===== src/design/stsc_pkg.sv =====
`timescale 1ns / 1ps
`default_nettype none
// ----------------------------------------------------------------------------
// stsc_pkg
// Shared widths, codes, types and fixed-point helpers of the transport sweep cell.
// ----------------------------------------------------------------------------
package stsc_pkg;

  localparam int NumCells = 1024;
  localparam int DataW    = 32;
  localparam int IdxW     = 10;
  localparam int ProdW    = 2 * DataW;
  localparam int RoundW   = ProdW - 16;
  localparam int WideW    = RoundW + 2;
  localparam int CfgIdxW  = 2;
  localparam int InTdataW  = 5 * DataW;
  localparam int OutFieldW = IdxW + 2 * DataW;
  localparam int OutTdataW = ((OutFieldW + 7) / 8) * 8;

  localparam logic signed [DataW-1:0] WeightReset = 32'sd65536;
  localparam logic signed [ProdW-1:0] RoundBias   = 64'sd32768;

  typedef enum logic [CfgIdxW-1:0] {
    CFG_ANGLE_WEIGHT = 2'd0,
    CFG_SWEEP_DIR    = 2'd1
  } cfg_idx_e;

  typedef enum logic [2:0] {
    ST_IDLE,
    ST_SUM,
    ST_MUL_BOT,
    ST_AVG,
    ST_MUL_WGT,
    ST_FLUX
  } state_e;

  typedef struct packed {
    logic load;
    logic sum;
    logic mul_bot;
    logic avg;
    logic mul_wgt;
    logic finish;
  } cmd_t;

  typedef struct packed {
    logic out_free;
  } status_t;

  // Q32.32 product to Q32.16 for a later Q16.16 saturation, round to nearest with ties toward +infinity.
  function automatic logic signed [RoundW-1:0] qround(input logic signed [ProdW-1:0] p);
    logic signed [ProdW-1:0] b;
    b = p + RoundBias;
    return b[ProdW-1:16];
  endfunction

  function automatic logic signed [DataW-1:0] sat32(input logic signed [WideW-1:0] v);
    logic [WideW-DataW:0] top;
    top = v[WideW-1:DataW-1];
    if (top == '0 || top == '1) begin
      return v[DataW-1:0];
    end else if (v[WideW-1]) begin
      return {1'b1, {(DataW-1){1'b0}}};
    end else begin
      return {1'b0, {(DataW-1){1'b1}}};
    end
  endfunction

endpackage
`default_nettype wire


===== src/design/stsc_ctrl.sv =====
`timescale 1ns / 1ps
`default_nettype none
// ----------------------------------------------------------------------------
// stsc_ctrl
// Sequencer that steps one cell through the shared multiplier and adders.
// ----------------------------------------------------------------------------
module stsc_ctrl (
  input  wire logic              clk_i,
  input  wire logic              rst_ni,
  input  wire logic              in_valid_i,
  output logic                   in_ready_o,
  input  wire stsc_pkg::status_t status_i,
  output stsc_pkg::cmd_t         cmd_o
);

  stsc_pkg::state_e state_q, state_d;

  always_ff @(posedge clk_i or negedge rst_ni) begin
    if (!rst_ni) begin
      state_q <= stsc_pkg::ST_IDLE;
    end else begin
      state_q <= state_d;
    end
  end

  always_comb begin
    state_d = state_q;
    unique case (state_q)
      stsc_pkg::ST_IDLE: begin
        if (in_valid_i) state_d = stsc_pkg::ST_SUM;
      end
      stsc_pkg::ST_SUM:     state_d = stsc_pkg::ST_MUL_BOT;
      stsc_pkg::ST_MUL_BOT: state_d = stsc_pkg::ST_AVG;
      stsc_pkg::ST_AVG:     state_d = stsc_pkg::ST_MUL_WGT;
      stsc_pkg::ST_MUL_WGT: state_d = stsc_pkg::ST_FLUX;
      stsc_pkg::ST_FLUX: begin
        if (status_i.out_free) state_d = stsc_pkg::ST_IDLE;
      end
      default: state_d = stsc_pkg::ST_IDLE;
    endcase
  end

  always_comb begin
    cmd_o      = '0;
    in_ready_o = 1'b0;
    unique case (state_q)
      stsc_pkg::ST_IDLE: begin
        in_ready_o = 1'b1;
        cmd_o.load = in_valid_i;
      end
      stsc_pkg::ST_SUM:     cmd_o.sum     = 1'b1;
      stsc_pkg::ST_MUL_BOT: cmd_o.mul_bot = 1'b1;
      stsc_pkg::ST_AVG:     cmd_o.avg     = 1'b1;
      stsc_pkg::ST_MUL_WGT: cmd_o.mul_wgt = 1'b1;
      stsc_pkg::ST_FLUX:    cmd_o.finish  = status_i.out_free;
      default: ;
    endcase
  end

endmodule
`default_nettype wire


===== src/design/stsc_datapath.sv =====
`timescale 1ns / 1ps
`default_nettype none
// ----------------------------------------------------------------------------
// stsc_datapath
// Shared multiplier, saturating adders, sweep state and the result register.
// ----------------------------------------------------------------------------
module stsc_datapath #(
  parameter int NUM_CELLS = stsc_pkg::NumCells
) (
  input  wire logic                                 clk_i,
  input  wire logic                                 rst_ni,
  input  wire stsc_pkg::cmd_t                       cmd_i,
  output stsc_pkg::status_t                         status_o,
  input  wire logic                                 cfg_we_i,
  input  wire logic [stsc_pkg::CfgIdxW-1:0]         cfg_index_i,
  input  wire logic [stsc_pkg::DataW-1:0]           cfg_data_i,
  input  wire logic [stsc_pkg::InTdataW-1:0]        in_data_i,
  output logic                                      out_valid_o,
  input  wire logic                                 out_ready_i,
  output logic [stsc_pkg::OutTdataW-1:0]            out_data_o,
  output logic                                      out_last_o
);

  localparam int PosW  = $clog2(NUM_CELLS);
  localparam int DataW = stsc_pkg::DataW;
  localparam int IdxW  = stsc_pkg::IdxW;
  localparam int WideW = stsc_pkg::WideW;
  localparam logic [PosW-1:0] LastPos = PosW'(NUM_CELLS - 1);

  logic signed [DataW-1:0] weight_q;
  logic                    dir_q;
  logic signed [DataW-1:0] incoming_q;
  logic [PosW-1:0]         pos_q;

  logic signed [DataW-1:0] scat_q, src_q, bot_q, phi_q;
  logic signed [DataW-1:0] s_q, exit_q, avg_q;
  logic signed [stsc_pkg::ProdW-1:0] prod_q;

  logic signed [DataW-1:0] in_scat, in_src, in_top, in_bot, in_phi;
  logic signed [DataW-1:0] mul_a, mul_b;
  logic signed [DataW-1:0] s_d, exit_d, avg_d, flux_d;
  logic signed [DataW+1:0] avg_sum;
  logic [PosW-1:0]         idx_pos;
  logic [PosW+IdxW-1:0]    idx_ext;
  logic                    last_pos;

  logic                    out_valid_q;
  logic [IdxW-1:0]         out_idx_q;
  logic signed [DataW-1:0] out_avg_q, out_flux_q;
  logic                    out_last_q;

  assign in_scat = in_data_i[DataW-1:0];
  assign in_src  = in_data_i[2*DataW-1:DataW];
  assign in_top  = in_data_i[3*DataW-1:2*DataW];
  assign in_bot  = in_data_i[4*DataW-1:3*DataW];
  assign in_phi  = in_data_i[5*DataW-1:4*DataW];

  always_comb begin
    mul_a = incoming_q;
    mul_b = in_top;
    if (cmd_i.mul_bot) begin
      mul_a = s_q;
      mul_b = bot_q;
    end else if (cmd_i.mul_wgt) begin
      mul_a = weight_q;
      mul_b = avg_q;
    end
  end

  assign s_d = stsc_pkg::sat32(WideW'(scat_q) + WideW'(src_q)
                               + WideW'(stsc_pkg::qround(prod_q)));
  assign exit_d  = stsc_pkg::sat32(WideW'(stsc_pkg::qround(prod_q)));
  assign avg_sum = (DataW+2)'(incoming_q) + (DataW+2)'(exit_d) + 34'sd1;
  assign avg_d   = avg_sum[DataW:1];
  assign flux_d  = stsc_pkg::sat32(WideW'(phi_q) + WideW'(stsc_pkg::qround(prod_q)));

  assign last_pos = (pos_q == LastPos);
  assign idx_pos  = dir_q ? (LastPos - pos_q) : pos_q;
  assign idx_ext  = {{IdxW{1'b0}}, idx_pos};

  always_ff @(posedge clk_i) begin
    if (cmd_i.load || cmd_i.mul_bot || cmd_i.mul_wgt) begin
      prod_q <= mul_a * mul_b;
    end
    if (cmd_i.load) begin
      scat_q <= in_scat;
      src_q  <= in_src;
      bot_q  <= in_bot;
      phi_q  <= in_phi;
    end
    if (cmd_i.sum) begin
      s_q <= s_d;
    end
    if (cmd_i.avg) begin
      exit_q <= exit_d;
      avg_q  <= avg_d;
    end
    if (cmd_i.finish) begin
      out_idx_q  <= idx_ext[IdxW-1:0];
      out_avg_q  <= avg_q;
      out_flux_q <= flux_d;
      out_last_q <= last_pos;
    end
  end

  always_ff @(posedge clk_i or negedge rst_ni) begin
    if (!rst_ni) begin
      weight_q    <= stsc_pkg::WeightReset;
      dir_q       <= 1'b0;
      incoming_q  <= '0;
      pos_q       <= '0;
      out_valid_q <= 1'b0;
    end else begin
      if (cfg_we_i) begin
        unique case (cfg_index_i)
          stsc_pkg::CFG_ANGLE_WEIGHT: weight_q <= cfg_data_i;
          stsc_pkg::CFG_SWEEP_DIR: begin
            dir_q      <= cfg_data_i[0];
            incoming_q <= '0;
            pos_q      <= '0;
          end
          default: ;
        endcase
      end
      if (cmd_i.finish) begin
        if (last_pos) begin
          incoming_q <= '0;
          pos_q      <= '0;
        end else begin
          incoming_q <= exit_q;
          pos_q      <= pos_q + 1'b1;
        end
      end
      if (cmd_i.finish) begin
        out_valid_q <= 1'b1;
      end else if (out_ready_i) begin
        out_valid_q <= 1'b0;
      end
    end
  end

  assign status_o.out_free = !out_valid_q || out_ready_i;
  assign out_valid_o = out_valid_q;
  assign out_last_o  = out_last_q;
  assign out_data_o  = {{(stsc_pkg::OutTdataW - stsc_pkg::OutFieldW){1'b0}},
                        out_flux_q, out_avg_q, out_idx_q};

endmodule
`default_nettype wire


===== src/design/slab_transport_sweep_cell.sv =====
`timescale 1ns / 1ps
`default_nettype none
// ----------------------------------------------------------------------------
// slab_transport_sweep_cell
// One-group, one-angle diamond difference sweep over a 1-D slab.
// ----------------------------------------------------------------------------
// One word in is one cell in sweep order; one word out follows for each cell.
// A cell is accepted in IDLE and then steps through SUM, MUL_BOT, AVG, MUL_WGT
// and FLUX; the next cell is accepted only after FLUX, which waits until the
// output register is free. The pace is set by the cell-to-cell recurrence,
// which runs three products through one shared 32x32 multiplier, each rounded
// and saturated, the first and last with an add. A finished word waits in the
// output register without holding up acceptance of the next cell. Writing the
// sweep direction restarts the sweep; the weight is read when a cell's average is multiplied.
module slab_transport_sweep_cell #(
  parameter int NUM_CELLS = stsc_pkg::NumCells
) (
  input  wire logic                               clk_i,
  input  wire logic                               rst_ni,
  input  wire logic                               cfg_we_i,
  input  wire logic [stsc_pkg::CfgIdxW-1:0]       cfg_index_i,
  input  wire logic [stsc_pkg::DataW-1:0]         cfg_data_i,
  input  wire logic                               s_axis_tvalid,
  output logic                                    s_axis_tready,
  // scatter_term, external_source, top_coeff, bottom_coeff, flux_in
  input  wire logic [stsc_pkg::InTdataW-1:0]      s_axis_tdata,
  output logic                                    m_axis_tvalid,
  input  wire logic                               m_axis_tready,
  // cell_index, cell_angular_flux, flux_out, zero padding
  output logic [stsc_pkg::OutTdataW-1:0]          m_axis_tdata,
  output logic                                    m_axis_tlast
);

  stsc_pkg::cmd_t    cmd;
  stsc_pkg::status_t status;

  stsc_ctrl u_ctrl (
    .clk_i      (clk_i),
    .rst_ni     (rst_ni),
    .in_valid_i (s_axis_tvalid),
    .in_ready_o (s_axis_tready),
    .status_i   (status),
    .cmd_o      (cmd)
  );

  stsc_datapath #(
    .NUM_CELLS (NUM_CELLS)
  ) u_datapath (
    .clk_i       (clk_i),
    .rst_ni      (rst_ni),
    .cmd_i       (cmd),
    .status_o    (status),
    .cfg_we_i    (cfg_we_i),
    .cfg_index_i (cfg_index_i),
    .cfg_data_i  (cfg_data_i),
    .in_data_i   (s_axis_tdata),
    .out_valid_o (m_axis_tvalid),
    .out_ready_i (m_axis_tready),
    .out_data_o  (m_axis_tdata),
    .out_last_o  (m_axis_tlast)
  );

  a_one_cell_at_a_time : assert property (@(posedge clk_i) disable iff (!rst_ni)
    (s_axis_tvalid && s_axis_tready) |=> !s_axis_tready)
    else $error("second cell accepted while one is in work");

  a_load_on_accept : assert property (@(posedge clk_i) disable iff (!rst_ni)
    cmd.load == (s_axis_tvalid && s_axis_tready))
    else $error("datapath load does not match input acceptance");

  a_finish_has_room : assert property (@(posedge clk_i) disable iff (!rst_ni)
    cmd.finish |-> (!m_axis_tvalid || m_axis_tready))
    else $error("result written over a word not yet taken");

  a_finish_shows : assert property (@(posedge clk_i) disable iff (!rst_ni)
    cmd.finish |=> m_axis_tvalid)
    else $error("finished cell not presented at the output");

endmodule
`default_nettype wire


===== config.mk =====
export PLATFORM = sky130hd
export DESIGN_NAME = slab_transport_sweep_cell
export DESIGN_NICKNAME = d
export VERILOG_FILES = /design/src/design/stsc_pkg.sv /design/src/design/stsc_ctrl.sv /design/src/design/stsc_datapath.sv /design/src/design/slab_transport_sweep_cell.sv
export SDC_FILE = /design/constraint.sdc
export NUM_CORES = 2
export LEC_CHECK = 0
export BUFFER_PORTS_ARGS = -buffer_cell sky130_fd_sc_hd__buf_2
export CAP_MARGIN = 20
export CORE_UTILIZATION = 29
export CTS_BUF_LIST = sky130_fd_sc_hd__clkbuf_16
export CTS_CLUSTER_SIZE = 40
export DETAILED_ROUTE_END_ITERATION = 6
export PLACE_DENSITY = 0.48
export REMOVE_ABC_BUFFERS = 1
export SYNTH_ARGS = -nofsm -noshare
export SYNTH_HDL_FRONTEND = slang
export SYNTH_HIERARCHICAL = 1
export SYNTH_SLANG_ARGS = --single-unit

===== constraint.sdc =====
create_clock -name clk_i -period 10.2 [get_ports clk_i]
set_input_delay 0.51 -clock clk_i [delete_from_list [all_inputs] [get_ports clk_i]]
set_output_delay 0.51 -clock clk_i [all_outputs]
set_load 0.03 [all_outputs]

After elaboration in Yosys (flattened, before gate mapping)
Cells that the tools add are included.
Word-level totals
  bits in read-only memories: 0
  RAM bits: 0
  latch bits: 0
  output and inout port bits: 83
  memories kept: 0
  bits in registers: 442
  input bits: 199
Cells by class
  bitwise logic cells: 0
  $lt $le $gt $ge: 0
  equality and inequality tests: 12
  shift operators: 0
  divide/modulo/power cells: 0
  $add $sub $neg: 8
  mux-type cells: 31
  $mul: 1
  reduce and logical (&&, ||, !) cells: 19
Operators by type and width (number)
  32-bit two-way mux: 14
  32-bit by 32-bit adder with 33-bit output: 2
  64-bit by 17-bit adder with 64-bit output (second input constant): 1
  32-bit by 32-bit multiplier with 64-bit output: 1
  19-bit == test (second input constant): 3
  19-bit zero test: 3
  10-bit two-way mux: 5
  32-bit by 48-bit adder with 49-bit output: 1
  33-bit by 48-bit adder with 49-bit output: 1
  33-bit by 2-bit adder with 33-bit output (second input constant): 1
  3-bit case mux with 6 select lines: 1
  10-bit by 1-bit adder with 10-bit output (second input constant): 1
  10-bit == test (second input constant): 1
  10-bit subtractor (first input constant): 1
  1-bit two-way mux: 9
  2-bit AND reduction: 4
  3-bit by 2-bit == test with 1-bit output (second input constant): 2
  3-bit == test (second input constant): 2
  1-bit logical OR: 6
  3-bit two-way mux: 2
  2-bit nonzero test: 3
  3-bit by 1-bit == test with 1-bit output (second input constant): 1
  3-bit zero test: 1
  2-bit by 1-bit == test with 1-bit output (second input constant): 1
  other kinds (4): 4

Logic depth before layout (Yosys ltp)
  depth in word-level cells: 6
  depth in mapped cells: 39
  mapped depth without buffers: 33

Cells and area by module
Netlist, hierarchy kept.
By module, submodules not included
  stsc_datapath: cells an instance 6041, instances 1, sequential area each 12353.1 µm², area an instance 59558.4 µm²
  stsc_ctrl: cells an instance 21, instances 1, sequential area each 75.1 µm², area an instance 203.9 µm²

Least setup slack after synthesis
OpenSTA, ideal clock, no wires.
  kind: reg-to-reg
  from: register u_ctrl.state_q[1]
  to: register u_datapath/prod_q[61] (netlist bit), data pin
  cell stages (with the launch flop): 34
  required time: 9942 ps
  path buffers: 5
  path slack: 768 ps
  setup time: 258 ps
  arrival: 9175 ps
  cells stage by stage: dfrtp_1 buf_6 nor3b_1 buf_4 buf_1 mux2i_1 o21a_1 clkbuf_1 buf_1 nor2_1 fa_1 fa_1 inv_1 fa_1 fa_1 inv_1 fa_1 fa_1 fa_1 fa_1 ha_1 a21o_1 a21o_1 a21o_1 a211oi_1 o21ai_0 nor4_1 o311ai_0 a41oi_1 o221ai_1 and2_1 o21a_1 nor2_1 xnor2_1
RTL lines
  from (decl): line stsc_ctrl.sv:16  | stsc_pkg::state_e state_q, state_d;
  from (signal assigned): line stsc_ctrl.sv:20  | state_q <= stsc_pkg::ST_IDLE;
  from (signal assigned): line stsc_ctrl.sv:22  | state_q <= state_d;
  to (signal assigned): line stsc_datapath.sv:83  | prod_q <= mul_a * mul_b;
  to (decl): line stsc_datapath.sv:37  | logic signed [stsc_pkg::ProdW-1:0] prod_q;

==> summary.txt <==
Run status
  • Run status: complete, no violations

Placement
  • Cell total after placement: 9,023
  • Global placer's final weighted congestion: 0.947
  • Post-detail-place hpwl: 170 mm
  • DP Area: 0.0658 mm²
  • IO buf count: 275
  • Worst-case setup slack after placement: -274 ps

Synthesis
  • Synth async-reset ratio: 0.185
  • Yosys Warn Count: 6
  • Main combinational cell family by area after synthesis: adder cells
  • Flip-flop and latch count after synthesis: 427
  • Count of different cell masters after synthesis: 96
  • Compound-Gate Fraction of Synth Area: 0.0802
  • Post-Synthesis Cell Area: 0.0598 mm²
  • Number of enable flip-flop cells after synthesis: 348
  • Synthesized-area fraction occupied by and/or/nand/nor cells: 0.119
  • Adder and majority cell fraction of the synthesized area: 0.444
  • Synthesized area per cell: 9.86 µm²
  • Share of the synthesized netlist area taken by xor and xnor gates: 0.0336
  • Fraction of the yosys area taken by sequential cells: 0.208
  • Portion of netlist area occupied by mux cells: 0.0236
  • Post-synthesis cell count: 6,062
  • Most instantiated flip-flop cell in the synthesis netlist: sky130_fd_sc_hd__edfxtp_1

Clocking
  • Post-CTS setup repair buffer count: 0
  • Worst-case clock buffer depth: 3
  • Total CTS buffers: 47
  • Clk slew on worst S/H paths: 60 ps
  • Skew-Pair Late Insertion Delay: 630 ps
  • Clock tree root driver cell: sky130_fd_sc_hd__clkbuf_16
  • Htree depth: 2
  • Clock tree from TritonCTS: done
  • Clock sink total: 427

GRT
  • Maximum number of pins on one net before global-route repair: 65
  • First-pass GRT wire length: 307 mm
  • Number of global-route vias before repair: 47,200
  • Overall routing resource usage: 0.197
  • Number of antenna violations at the first check in global routing: 8
  • Total grt overflow: 0

Setup path
  • Max Fanout on Critical Path: 25
  • CP Data Arrival Time: 10,310 ps
  • Most numerous cell on the critical path: sky130_fd_sc_hd__fa_1
  • Data required, critical path: 10,570 ps
  • Worst Setup Start Kind: flip-flop
  • Endpoint class of the critical path: flip-flop
  • Crit path largest cell delay: 540 ps
  • Slowest CP cell: sky130_fd_sc_hd__fa_1
  • CP Class: reg -> reg

Worst hold path
  • Kind of path behind the tightest hold check: in -> reg

Finish
  • Final instance count without filler cells: 9,113
  • Share of final-layout standard cells stronger than drive strength 1: 0.112
  • Net count of the finished layout: 8,025
  • Final std cell area, no fill: 0.0675 mm²
  • Area growth, synth to finish: 12.9%
  • Final antenna diode count: 0

Timing
  • Worst Setup Slack, final: 259 ps
  • Max-slew violations: 0
  • Clock Skews: 46.9 ps
  • Worst hold margin: 51.2 ps
  • Clock period minus final worst setup slack: 9940 ps
  • Achievable frequency: 101 MHz
  • Pin slew with the least headroom to its limit: 880 ps
  • Setup repair after global routing missed its margin: yes
  • Final setup viols: 0
  • Max_slew headroom: 0.413
  • Hold violation count in the final report: 0
  • Post-route clock period utilization: 0.975

Drt
  • Vias: 44,300
  • Routed wirelength normalized by instance count: 22.2 µm
  • Detailed-route wire length: 203 mm
  • Drt drc: 0
  • Detail Route Antenna Nets: 0
  • DR vias/cell: 4.86
  • Iteration-0 DRC count of the detailed router: 3,107
  • Detailed-router iteration count before antenna repair: 5

Die
  • Height of the chip: 456 µm
  • Starting utilization of the core area: 0.292
  • Placement row count: 166
  • Io pins: 282
  • Die width: 456 µm
  • Overall die area: 0.208 mm²
  • Core region area: 0.205 mm²

Job
  • Number of violations of the max-capacitance limit: 0
-- logic make-up (layout without fill, tap and decap cells) --
family / after synthesis / in the layout
DFF: 427 / 427
buffers and inverters: 1438 / 1796
and+or+nand+nor: 1654 / 1654
xor gates and xnor gates: 229 / 229
other: 1 / 6
muxes: 136 / 136
AOI/OAI and AO/OA: 737 / 737
adders and majority gates: 1440 / 1440
-- what timing repair did --
action / in CTS / in global routing
gates resized for setup: 8 / 24
hold endpoints to repair: 34 / 0
gates cloned: 0 / 0
setup endpoints to repair: 9 / 10
hold buffers: 1 / 0
pin swaps: 0 / 2
-- worst paths after layout --
path / start / endpoint / slack (ps) / depth (start not counted)
worst min-delay path: s_axis_tdata[22] / u_datapath/scat_q[22] / 50 / 1
max in group asynchronous: rst_ni / u_datapath/weight_q[23] / 8640 / 3
min in group asynchronous: rst_ni / u_datapath/out_valid_o / 400 / 2
worst max register to register: u_ctrl/state_q[0] / u_datapath/prod_q[61] / 260 / 32
worst min register to register: u_datapath/exit_q[16] / u_datapath/incoming_q[16] / 440 / 1
worst max-delay path: u_ctrl/state_q[0] / u_datapath/prod_q[61] / 260 / 32
-- cells in the mapped netlist, types with 98 or more instances --
master	count	area [µm²]
sky130_fd_sc_hd__o21ai_0	138	691
sky130_fd_sc_hd__nand2_1	658	2470
sky130_fd_sc_hd__clkbuf_1	204	766
sky130_fd_sc_hd__xor2_1	106	928
sky130_fd_sc_hd__nor2_1	657	2470
sky130_fd_sc_hd__edfxtp_1	348	10500
sky130_fd_sc_hd__fa_1	1132	22700
sky130_fd_sc_hd__a21oi_1	181	906
sky130_fd_sc_hd__ha_1	308	3850
sky130_fd_sc_hd__inv_1	1188	4460
sky130_fd_sc_hd__xnor2_1	123	1080
sky130_fd_sc_hd__mux2i_1	98	981
-- state kept, by name, indices dropped and copies added (netlist names), 10 cells and up --
signal and flops:
u_datapath/s_q 32, u_datapath/out_idx_q 10, u_datapath/prod_q 49, u_datapath/out_avg_q 32
u_datapath/avg_q 32, u_datapath/exit_q 32, u_datapath/incoming_q 32, u_datapath/bot_q 32
u_datapath/scat_q 32, u_datapath/weight_q 32, u_datapath/src_q 32, u_datapath/phi_q 32
u_datapath/pos_q 10, u_datapath/out_flux_q 32
-- metal layers --
metal	vias up	GRT usage	part of all wire
met5	-	0	0.000064
met4	2	0.0487	0.029
met3	229	0.0284	0.062
met2	1359	0.323	0.47
met1	23100	0.272	0.44
li1	19600	-	-
-- area by class of cell --
type / count / area, µm²
fillers: 21200 / 137000
multi-input cells: 4202 / 42100
flip-flops and latches: 427 / 12400
inverters: 1189 / 4460
repair buffers: 519 / 3570
well taps: 2688 / 3360
clock buffers: 49 / 1230
clock inverters: 39 / 332
-- critical path: cells and delay by family (launching register included) --
| kind | cells | cell delay, ps |
|---|---|---|
| AOI/OAI and AO/OA | 10 | 2000 |
| muxes | 1 | 410 |
| buffers and inverters | 6 | 1080 |
| and+or+nand+nor | 5 | 1220 |
| adders and majority gates | 9 | 4300 |
| DFF | 1 | 510 |
| xor gates and xnor gates | 1 | 80 |
-- per-stage QoR --
stage	utilization	TNS, ps
after global placement	0.321	-630
after floorplan	-	-539640
after global routing	0.329	-87.7
final	0.329	0
after detailed placement	0.321	-647
after CTS	0.329	0
-- placed cells by master (no fill, tap or decap), types with 95 or more instances in the layout --
master                     netlist  final
sky130_fd_sc_hd__nand2_1       658    658
sky130_fd_sc_hd__ha_1          308    308
sky130_fd_sc_hd__mux2i_1        98     95
sky130_fd_sc_hd__xor2_1        106    106
sky130_fd_sc_hd__a21oi_1       181    174
sky130_fd_sc_hd__xnor2_1       123    123
sky130_fd_sc_hd__edfxtp_1      348    348
sky130_fd_sc_hd__nor2_1        657    657
sky130_fd_sc_hd__a21o_1         96     96
sky130_fd_sc_hd__buf_2           7    274
sky130_fd_sc_hd__buf_4           7    214
sky130_fd_sc_hd__fa_1         1132   1132
sky130_fd_sc_hd__inv_1        1188   1196
sky130_fd_sc_hd__o21ai_0       138    128
Power is left out: the tool's default activity adds up to more than one toggle a clock period on the data nets, which glitch-free logic cannot reach.
